### src/rtl/pdd_ram.sv
// Generic single-port-write, single-port-read RAM with registered read data.
// No dependencies.
module pdd_ram #(
    parameter int WIDTH = 16,
    parameter int DEPTH = 256
) (
    input  logic                     i_clk,
    input  logic                     i_we,
    input  logic [$clog2(DEPTH)-1:0] i_waddr,
    input  logic [WIDTH-1:0]         i_wdata,
    input  logic [$clog2(DEPTH)-1:0] i_raddr,
    output logic [WIDTH-1:0]         o_rdata
);

    logic [WIDTH-1:0] r_mem [DEPTH];
    logic [WIDTH-1:0] r_rdata;

    always_ff @(posedge i_clk) begin
        if (i_we) begin
            r_mem[i_waddr] <= i_wdata;
        end
        r_rdata <= r_mem[i_raddr];
    end

    assign o_rdata = r_rdata;

endmodule

### config.mk
export PLATFORM = sky130hd
export DESIGN_NAME = pdd_ram
export DESIGN_NICKNAME = d
export VERILOG_FILES = /design/src/rtl/pdd_ram.sv
export SDC_FILE = /design/constraint.sdc
export NUM_CORES = 2
export LEC_CHECK = 0
export ABC_CLOCK_PERIOD_IN_PS = 4400
export BUFFER_PORTS_ARGS = -buffer_cell sky130_fd_sc_hd__buf_4
export CAP_MARGIN = 5
export CORE_ASPECT_RATIO = 1.1
export CORE_UTILIZATION = 35
export DETAILED_ROUTE_END_ITERATION = 6
export PLACE_DENSITY_LB_ADDON = 0.2
export SKIP_CTS_REPAIR_TIMING = 1
export SLEW_MARGIN = 20
export SYNTH_ARGS = -nofsm -noshare
export SYNTH_HDL_FRONTEND = slang
export SYNTH_SLANG_ARGS = --single-unit
### constraint.sdc
create_clock -name i_clk -period 4.4 [get_ports i_clk]
set_input_delay 0.66 -clock i_clk [delete_from_list [all_inputs] [get_ports i_clk]]
set_output_delay 0.66 -clock i_clk [all_outputs]
set_load 0.02 [all_outputs]
* After elaboration in Yosys (flattened, before gate mapping)
Memories as Yosys holds them, arrays and structs flattened. A register that Yosys moved wholly into a read port is not among the register bits.
Cells that the tools add are included.
** Storage, ports and cells
- Flip-flop bits (word level) :: 0
- Memory bits (writable) :: 4096
- Bits of input ports :: 34
- Output and inout port bits :: 16
- Logic and storage cells :: 3
- Memories :: 1
** Memory list
- r_mem :: depth 256, bits a word 16, read ports 1, clocked after Yosys merged registers in 1, write ports 1, RTL line 15 : logic [WIDTH-1:0] r_mem [DEPTH];
** Cells by class
- Muxes and demuxes :: 2
** Operators with widths (number)
- 2-to-1 mux 1 bit :: 2

* Depth between registers and ports, before layout
- Depth after elaboration :: 2
- Mapped depth :: 12
- Gate-level depth less buffers :: 6

* Worst setup path after synthesis
Ideal clock, no wire load.
- Kind :: input to register
- Start point :: input port i_waddr[3]
- End point :: memory r_mem[235][0], enable pin
- Setup time :: 388 ps
- Arrival :: 2437 ps
- Required time :: 4012 ps
- Path slack :: 1575 ps
- Stages on the path :: 6
- Buffers on the path :: 3
- Path through :: clkbuf_1 -> nor2b_1 -> clkbuf_1 -> nand4_1 -> clkbuf_1 -> nor2_1
** RTL lines
- from (decl) :: RTL line 9 : input logic [$clog2(DEPTH)-1:0] i_waddr,
- to (decl) :: RTL line 15
No word-level cell before the write port.

==> impl_results.md <==
* Max Transition Viols Final at 0
* Synthesized area per cell at ~22 um^2
* Maximum vdd drop at approximately 0.32 mV
* DR WL/cell at about 32 um
* Post-route cell area at 0.184 mm^2
* Mapped Area at 0.159 mm^2
* Clk Latency, worst-skew pair at 0.99 ns
* Clock tree buffer depth at 4
* CTS tree: built
* RSZ-0062 raised after global routing: no
* Row Count at 259
* Critical Path RT at 5.25 ns
* Final Hold Viols at 0
* Via/cell ratio at around 5.5
* Syn-to-layout area delta at 15.7%
* Pwr/cell area at 446 mW/mm^2
* Routed WL at 459 mm
* Placer Congestion at 0.826
* Worst Path Class, Setup: in2reg
* Leading cell type in the layout, fill and taps excluded: edfxtp_1
* Top FF cell, synth: edfxtp_1
* Placed Area at about 0.17 mm^2
* Reg clk slew, reported paths at 0.07 ns
* Core ar. at 0.452 mm^2
* I/O pin cnt at 50
* Vias in the first global route at approximately 80000
* Antenna-violating nets left at 0
* CP startpoint kind: primary input
* Crit path DAT at 4.43 ns
* TritonCTS buffer count at approximately 430
* Post-route DRC at 0
* Synth area leaders: edfxtp_1 (77%), mux4_2 (11%), mux2i_1 (3.6%), o221ai_1 (1.4%), nor2_1 (0.72%)
* Horiz. Die Dim at 644 um
* Routed via count at 79000
* Post-synth top area share at roughly 77%
* Highest attainable clock frequency at about 0.28 GHz
* Crit end category: flip-flop
* Most frequent cells in the layout: edfxtp_1 (4096), mux4_2 (797), buf_4 (607), mux2i_1 (565), clkbuf_16 (432)
* Ys async rst share at 0%
* Worst Tran Pin Value at approximately 1.3 ns
* Period utilization at 81.4%
* Rel. slew slack at 14.1%
* Library cells used by synthesis at 52
* Worst hold start: i_wdata[8]
* Worst Skew at 0.0520 ns
* Final setup violation count at 0
* Root Driver: clkbuf_16
* Post-synthesis register bit count at 4112
* Die area at around 0.46 mm^2
* Largest net degree at the start of global routing at 118
* Gate Count Post-Synth at 7360
* Number of flops mapped to enable cells by yosys at between 4000 and 5000
* R2R cell count at 6
* Lkg Pwr at 58.0 nW
* HP Class: in2reg
* First-pass GRT wire length at roughly 640 mm
* Initial DRC count at ~9000
* Starting Density at 35.1%
* Die H at 708 um
* Syn Nets at 7394
* Max Cap Viol at 0
* Seq/Total Area, Yosys at 77.7%
* Run status: completed
* Tmin final at 3.58 ns
* R2R Path End: o_rdata[6]
* DR pass1 iterations at 5
* Initial antenna violation count at 40
* Synth Warn # at 0
* Total global-route track usage at roughly a fifth
* Post-synth top area cell: edfxtp_1
* Gr ovfl total at 0
* PortBufs at between 40 and 50
* Worst hold stages at 1
* Clk sinks at 4112
* Nets at roughly 8100
* R2R Path Start: r_mem[16][6]
* Reg2reg setup slack at slightly below 1 ns
* Post-DP HPWL at 280 mm
* CTS H-tree lvls at 5
* Critical path peak fanout at 48
* Worst hold path endpoint: r_mem[185][8]
* Post-Layout Cell Count at roughly 14000
* Placed cells at 13600
* Layout cells sized above 1 at 27.8%
[synth_stat cells, drive strengths merged (2+ instances only)]
library cell,count
a22o,32
nor4bb,2
nand2b,3
o21ai,38
nand4,26
nor3,92
buf,222
mux4,797
and3,11
a221oi,28
clkbuf,230
o31ai,16
o221ai,253
mux2i,565
inv,4
and4,2
a22oi,43
nand4b,3
a21o,2
dfxtp,16
nor4,18
edfxtp,4096
and2,2
o22ai,148
nand2,38
or2,5
a31oi,6
o32ai,21
a2111oi,6
a21oi,175
nor2,304
mux2,88
a211oi,18
nand3,35
or3,2
nor2b,9
[critical path, stage by stage]
cell and delay (ns):
buf_16 0.30, buf_12 0.39, mux4_2 0.57, mux4_2 0.47, a22o_1 0.39, o32ai_1 1.08, buf_4 0.29, nor4_1 0.06
[cell type report]
cell class | instances | area (um^2)
Timing Repair Buffer | 707 | 6460
Sequential cell | 4112 | 123000
Inverter | 4 | 27.5
Fill cell | 39900 | 268000
Antenna cell | 10 | 25.0
Clock buffer | 528 | 11200
Multi-Input combinational cell | 2792 | 33200
Clock inverter | 253 | 1890
Tap cell | 6003 | 7510
[stage by stage]
stage               worst slack [ns]  utilization, %  hold slack (ns)  total power (W)  setup TNS, ns
finish                         0.817            40.6            0.122           0.0818              0
global route                   0.919            40.6           0.0791           0.0841              0
CTS                             1.03            40.6            0.107           0.0826              0
detailed placement           -0.0485            37.7             1.09           0.0485        -0.0485
global placement             -0.0112            37.7             1.07           0.0484        -0.0112
floorplan                       1.58               -            0.759           0.0462              0
[sequential cells by signal, indices dropped and copies added (netlist names)]
register / cells
o_rdata: 16
r_mem: 4096
[metal layers]
layer | wire (um) | track usage [%]
met2 | 221000 | 32.4
met4 | 13500 | 5.41
met1 | 195000 | 27.2
met5 | 146 | 0
met3 | 28700 | 3.20
[power by group]
group          total (W)  leakage [nW]  switching [W]  internal, W
Combinational    0.00434          14.6        0.00284      0.00151
Sequential        0.0433          36.9      0.0000883       0.0432
Clock             0.0342          6.42         0.0152       0.0190
Total             0.0818          58.0         0.0181       0.0637
[how the worst max path moves through the flow]
stage | from | to | slack, ns | cells past startpoint
floorplan | i_waddr[3] | r_mem[235][0] | 1.58 | 6
global placement | i_raddr[0] | o_rdata[6] | -0.01 | 8
detailed placement | i_raddr[0] | o_rdata[6] | -0.05 | 8
CTS | i_raddr[0] | o_rdata[6] | 1.03 | 8
global route | i_raddr[0] | o_rdata[6] | 0.92 | 8
finish | i_raddr[0] | o_rdata[6] | 0.82 | 8
[cells by family (layout without fill, tap and decap cells)]
logic type             Yosys count  count (layout)  synth area share (%)
AND/OR/NAND/NOR                556             556                  1.57
buffers and inverters          456            1492                  1.69
flip-flops                    4112            4112                  77.7
multiplexers                  1450            1450                  15.5
other                            0              10                     0
AO/OA/AOI/OAI                  786             786                  3.54
Power figures use the tool's default switching activity.
