==> config.mk <==
export PLATFORM = sky130hd
export DESIGN_NAME = pdd_scan
export DESIGN_NICKNAME = d
export VERILOG_FILES = /design/src/rtl/pdd_pkg.sv /design/src/rtl/pdd_scan.sv
export SDC_FILE = /design/constraint.sdc
export NUM_CORES = 1
export LEC_CHECK = 0
export ABC_CLOCK_PERIOD_IN_PS = 9200
export BUFFER_PORTS_ARGS = -buffer_cell sky130_fd_sc_hd__buf_2
export CAP_MARGIN = 25
export CORE_UTILIZATION = 62
export DETAILED_ROUTE_END_ITERATION = 10
export GPL_ROUTABILITY_DRIVEN = 0
export PLACE_DENSITY_LB_ADDON = 0.12
export SKIP_CTS_REPAIR_TIMING = 1
export SLEW_MARGIN = 20
export SYNTH_ARGS = -nofsm -noshare
export SYNTH_HDL_FRONTEND = slang
export SYNTH_SLANG_ARGS = --single-unit
export TNS_END_PERCENT = 5
==> constraint.sdc <==
create_clock -name i_clk -period 9.2 [get_ports i_clk]
set_input_delay 1.84 -clock i_clk [delete_from_list [all_inputs] [get_ports i_clk]]
set_output_delay 1.84 -clock i_clk [all_outputs]
set_load 0.02 [all_outputs]
==> src/rtl/pdd_pkg.sv <==
// Package for the peak deviation decimator.
// Holds the Q8.8/Q10.8 widths, the control state type and the edge reload helper.
// No dependencies.
package pdd_pkg;

    localparam int LEN_W  = 16;   // window length register, unsigned Q8.8
    localparam int EDGE_W = 18;   // signed Q10.8 distance to the window edge

    localparam logic [LEN_W-1:0] ONE_Q8 = LEN_W'(256);

    typedef enum logic [1:0] {
        ST_IDLE,
        ST_SCAN,
        ST_DONE
    } t_state;

    // Reload value of the edge distance: effective length minus one sample.
    // Lengths below 1.0 act as 1.0.
    function automatic logic signed [EDGE_W-1:0] edge_reload(input logic [LEN_W-1:0] len);
        logic [LEN_W-1:0] diff;
        diff = (len < ONE_Q8) ? '0 : (len - ONE_Q8);
        return $signed({{(EDGE_W-LEN_W){1'b0}}, diff});
    endfunction

endpackage

==> src/rtl/pdd_scan.sv <==
// Window scan unit: walks the stored samples of a closed window and keeps the
// one with the largest |count*x - sum|. Three stages: read, multiply, compare.
// Depends on pdd_pkg (imported for house consistency).
module pdd_scan #(
    parameter int MAX_WINDOW  = 256,
    parameter int SAMPLE_BITS = 16
) (
    input  logic                                       i_clk,
    input  logic                                       i_rst_n,
    input  logic                                       i_start,
    input  logic [$clog2(MAX_WINDOW+1)-1:0]            i_count,
    input  logic signed [SAMPLE_BITS+$clog2(MAX_WINDOW):0] i_sum,
    output logic [$clog2(MAX_WINDOW)-1:0]              o_raddr,
    input  logic signed [SAMPLE_BITS-1:0]              i_rdata,
    output logic                                       o_done,
    output logic signed [SAMPLE_BITS-1:0]              o_peak
);
    import pdd_pkg::*;

    localparam int ADDR_W  = $clog2(MAX_WINDOW);
    localparam int COUNT_W = $clog2(MAX_WINDOW + 1);
    localparam int SUM_W   = SAMPLE_BITS + $clog2(MAX_WINDOW) + 1;
    localparam int PROD_W  = SAMPLE_BITS + COUNT_W + 1;
    localparam int DEV_W   = PROD_W + 1;

    logic                     r_issue;
    logic [ADDR_W-1:0]        r_addr;
    logic [ADDR_W-1:0]        r_last_addr;
    logic [COUNT_W-1:0]       r_n;
    logic signed [SUM_W-1:0]  r_sum;

    logic                     r_v1, r_first1, r_end1;
    logic                     r_v2, r_first2, r_end2;
    logic signed [PROD_W-1:0] r_prod;
    logic signed [SAMPLE_BITS-1:0] r_x2;

    logic [DEV_W-1:0]         r_best_dev;
    logic signed [SAMPLE_BITS-1:0] r_best;
    logic                     r_done;

    logic signed [DEV_W-1:0]  w_diff;
    logic [DEV_W-1:0]         w_dev;

    assign o_raddr = r_addr;

    // Issue stage: one address per cycle
    always_ff @(posedge i_clk) begin
        if (!i_rst_n) begin
            r_issue <= 1'b0;
            r_v1    <= 1'b0;
        end else begin
            r_v1 <= r_issue;
            if (i_start) begin
                r_issue <= 1'b1;
            end else if (r_issue && (r_addr == r_last_addr)) begin
                r_issue <= 1'b0;
            end
        end
    end

    always_ff @(posedge i_clk) begin
        r_first1 <= (r_addr == '0);
        r_end1   <= (r_addr == r_last_addr);
        if (i_start) begin
            r_addr      <= '0;
            r_last_addr <= ADDR_W'(i_count - COUNT_W'(1));
            r_n         <= i_count;
            r_sum       <= i_sum;
        end else if (r_issue) begin
            r_addr <= r_addr + ADDR_W'(1);
        end
    end

    // Multiply stage
    always_ff @(posedge i_clk) begin
        if (!i_rst_n) begin
            r_v2 <= 1'b0;
        end else begin
            r_v2 <= r_v1;
        end
    end

    always_ff @(posedge i_clk) begin
        r_first2 <= r_first1;
        r_end2   <= r_end1;
        r_prod   <= $signed({1'b0, r_n}) * i_rdata;
        r_x2     <= i_rdata;
    end

    // Compare stage: strict greater keeps the earliest sample on a tie
    assign w_diff = DEV_W'(r_prod) - DEV_W'(r_sum);
    assign w_dev  = w_diff[DEV_W-1] ? DEV_W'(-w_diff) : DEV_W'(w_diff);

    always_ff @(posedge i_clk) begin
        if (r_v2) begin
            if (r_first2 || (w_dev > r_best_dev)) begin
                r_best_dev <= w_dev;
                r_best     <= r_x2;
            end
        end
    end

    always_ff @(posedge i_clk) begin
        if (!i_rst_n) begin
            r_done <= 1'b0;
        end else begin
            r_done <= r_v2 && r_end2;
        end
    end

    assign o_done = r_done;
    assign o_peak = r_best;

endmodule

=== Word-level counts from Yosys, hierarchy flattened ===
Cells that the tools add are included.

* Memory bits (writable): 0
* Bits in registers: 143
* Memories: 0
* Bits in latches: 0
* Word-level logic and storage cells: 32
* Output and inout port bits: 25
* Bits in read-only memories: 0
* Bits of input ports: 53

* Reductions and logical operators: 6
* Divide/modulo/power cells: 0
* Add/sub/neg operators: 4
* $lt $le $gt $ge: 1
* Shift-type cells: 0
* $mul: 1
* Mux-type cells: 3
* Bitwise operators: 0
* Equality and inequality tests: 1

{| class="wikitable"
|+ Operators with widths
! cell !! number
|-
| $gt A27 B27 Y1 || 1
|-
| $mux W27 || 1
|-
| $neg A27 Y27 || 1
|-
| $sub A26 B25 Y27 || 1
|-
| $mul A10 B16 Y26 || 1
|-
| $add A8 B1 Y8 const B || 1
|-
| $eq A8 B8 Y1 || 1
|-
| $logic_not A8 Y1 || 1
|-
| $sub A8 B1 Y8 const B || 1
|-
| $logic_and A1 B1 Y1 || 2
|-
| $mux W1 || 2
|-
| $reduce_and A2 Y1 || 1
|-
| $reduce_bool A2 Y1 || 1
|-
| $logic_or A1 B1 Y1 || 1
|}

=== Longest topological paths before layout ===
* Depth in word-level cells: 6
* Mapped depth: 26
* Mapped depth without buffers: 25

=== Least setup slack after synthesis ===
No wires, ideal clock.

* Kind: input to register
* Start point: in i_rdata[5]
* End point: reg r_prod[25]
* Cell stages on the path: 18
* Data required time: 9.128 ns
* Buffers on the path: 1
* Setup time: 0.072 ns
* Arrival time: 6.871 ns
* Slack: 2.257 ns
* Cells stage by stage: clkbuf_1 > nand2_1 > fa_1 > fa_1 > fa_1 > fa_1 > inv_1 > fa_1 > ha_1 > a2111oi_0 > o21ai_0 > a21o_1 > a41oi_1 > o21ai_0 > o41ai_1 > o21ai_0 > a21oi_1 > xnor2_1

* Cells in the longest elaborated chain, start to end: 1

{| class="wikitable"
|+ Ends and longest elaborated chain
! what !! line !! text
|-
| start, declared || pdd_scan.sv:14 || <nowiki>input logic signed [SAMPLE_BITS-1:0] i_rdata,</nowiki>
|-
| $mul A10 B16 Y26 || pdd_scan.sv:86 || <nowiki>r_prod <= $signed({1'b0, r_n}) * i_rdata;</nowiki>
|-
| end signal, assigned || pdd_scan.sv:86 ||
|-
| end, declared || pdd_scan.sv:34 || <nowiki>logic signed [PROD_W-1:0] r_prod;</nowiki>
|}

No other way between the ends.
A chain may end at the register's enable or synchronous reset.

=== Worst setup path in the final report ===
Same ends and word-level chain as after synthesis.

==> results_dict.tcl <==
set metrics [dict create \
    syn_area_um2 12100 \
    core_um2 19000 \
    worst_slew_pin_slew_ps 690 \
    cts_buffers 17 \
    finalHoldViolCount 0 \
    final_cell_mix "inv_1 (212), fa_1 (123), ha_1 (114)" \
    clock_path_buffers 2 \
    antenna_found_initial 0 \
    final_nets 1554 \
    gr-usage-all-layers_pct 25.9 \
    crit_path_end "r_prod[25]" \
    cp.arrival_ps 7330 \
    clkLatencyLatePin_ps 440 \
    synthSimpleGateAreaFrac_pct 13.8 \
    period_needed_ps 6960 \
    critical_path_class "primary input to register" \
    final_common_cell "inv_1" \
    portBuffers 77 \
    dominantRegCellSynth "edfxtp_1" \
    syn_to_final_growth_pct 10.4 \
    slew_headroom_pct 54.0 \
    critPathLaunchType "primary input" \
    drcViolationCount 0 \
    peakVddDrop_v 0.000329 \
    fmax_mhz 144 \
    syn_inst 1185 \
    grt_max_degree 52 \
    grt_pass1_wl_um 40500 \
    start_util_pct 64.1 \
    n_antenna_cell 0 \
    synth_adder_area_share_pct 32.0 \
    synth-seq-area-share_pct 30.6 \
    die_h_um 142 \
    placed_area_um2 12800 \
    async_flop_share_pct 0 \
    post-dp-hpwl_um 18400 \
    rr_worst_depth 17 \
    grt_pass1_vias 8515 \
    slew_violations 0 \
    synth_compound_gate_area_share_pct 9.24 \
    fp-row-count 50 \
    maxCapViolCount 0 \
    num_io_pins 78 \
    synth-edff-count 85 \
    synth_xor_area_share_pct 6.78 \
    final_antenna_net_count 0 \
    synth_warnings 0 \
    synth_top_family_by_area "adder cells" \
    r2r-end "r_prod[25]" \
    critPathLaunch "i_rdata[5]" \
    crit_fanout 10 \
    reg2reg_slack_ps 2980 \
    die_area_um2 20200 \
    wl_per_cell_um 15.6 \
    grt.overflow.total 0 \
    tns_ps 0 \
    finalSetupViolCount 0 \
    yosys.area.top_type "edfxtp_1" \
    drt_first_pass_iters 5 \
    synth.avg_cell_area_um2 10.3 \
    muxShareOfSynthArea_pct 0.350 \
    ys_types 69 \
    synth_top_area_share_pct 21.0 \
    hp-class "register to register" \
    num_vias 8365 \
    powerDensity_nw_per_um2 393 \
    drt_iter0_drc 403 \
    cts-root-buf "clkbuf_16" \
    dpl_worst_slack_ps 1790 \
    clock-sinks 143 \
    outcome "finished, final reports clean" \
    p_leak_uw 0.00633 \
    wl_um 24000 \
    critPathCaptureType "register" \
    cts_htree_levels 4 \
    fin_worst_skew_ps 15.2 \
    synth.area.top_cells "edfxtp_1 (21%), fa_1 (20%), ha_1 (12%)" \
    drive_above_1_share_pct 11.0 \
    clk_pin_slew_ps 70 \
    synth_nets 1475 \
    fin_util_pct 70.8 \
    final_cell_area_um2 13400 \
    r2r_start "r_n[3]" \
    die_w_um 142 \
    synth-seq-cells 143 \
    rsz0062_at_grt "no" \
    fin_crit_sh_pct 75.7 \
    setup_ws_ps 2240 \
    tritoncts "yes" \
    cp.required_ps 9570 \
    vias_per_cell 5.44 \
]
cells by family after synthesis:
kind of cell	Yosys count
XOR/XNOR	94
multiplexers	4
flip-flops	143
buffers and inverters	232
adder cells (fa/ha/maj)	237
AND/OR/NAND/NOR	309
AO/OA/AOI/OAI	166
layout make-up:
| type | instances | area [um^2] |
|---|---|---|
| multi-input cells | 810 | 7560 |
| inverters | 212 | 796 |
| flip-flops and latches | 143 | 3710 |
| well taps | 260 | 325 |
| clock buffers | 18 | 450 |
| clock inverters | 14 | 160 |
| repair buffers | 80 | 408 |
| fillers | 1449 | 5540 |
registers in the layout, summed over array words and instances (netlist names):
register     cells
r_first2         1
o_done           1
r_n              9
r_v1             1
o_peak          16
r_best_dev      27
r_end2           1
r_last_addr      8
r_issue          1
r_x2            16
r_sum           25
r_prod          26
r_end1           1
r_first1         1
r_v2             1
o_raddr          8
report_power, final:
part	switching (uW)	internal, uW	leakage (uW)	total [uW]
registers	52.2	889	0.00129	941
clock network	326	381	0.000301	707
logic	2020	1600	0.00475	3620
routing by layer:
metal  global-route usage, %  vias up  wire length (um)
met5                       0        -                 0
met4                    8.49        0               546
met3                    4.58       41              1220
met2                    44.2      218             11900
met1                    33.5     4059             10300
li1                        -     4047                 -
worst max-delay path: stages:
cell	delay (ps)
buf_2	180
nand2_1	100
fa_1	540
fa_1	540
fa_1	450
fa_1	550
inv_1	50
fa_1	470
ha_1	350
a2111oi_0	360
o21ai_0	250
a21o_1	230
a41oi_1	280
o21ai_0	180
o41ai_1	450
o21ai_0	180
a21oi_1	200
xnor2_1	120
per-stage QoR:
stage                     hold slack [ps]  instances  power (uW)
final                                 329       1537        5270
after global routing                  334       1537        5800
after CTS                             332       1537        5320
after detailed placement              314       1505        4550
after global placement                311       1505        4460
after floorplan                       310       1185        3870
worst min path at each step:
stage | start | endpoint | slack (ps) | depth (start not counted)
finish | r_end1 | r_end2 | 330 | 0
global placement | r_end1 | r_end2 | 310 | 0
global route | r_end1 | r_end2 | 330 | 0
floorplan | r_end1 | r_end2 | 310 | 0
CTS | r_end1 | r_end2 | 330 | 0
detailed placement | r_end1 | r_end2 | 310 | 0
cells in the mapped netlist (all sizes together) (6+ instances only):
master and instances:
clkbuf 16, fa 123, o21ai 37, xnor2 62, a21o 23, nor3 15
o21bai 6, nand4 14, a31oi 6, nand3 13, edfxtp 85, nand2 82
a21oi 49, o211ai 7, xor2 32, nor2b 8, ha 114, dfxtp 58
and3 8, and2 99, inv 212, nor2 42
(Power assumes the default switching activity.)
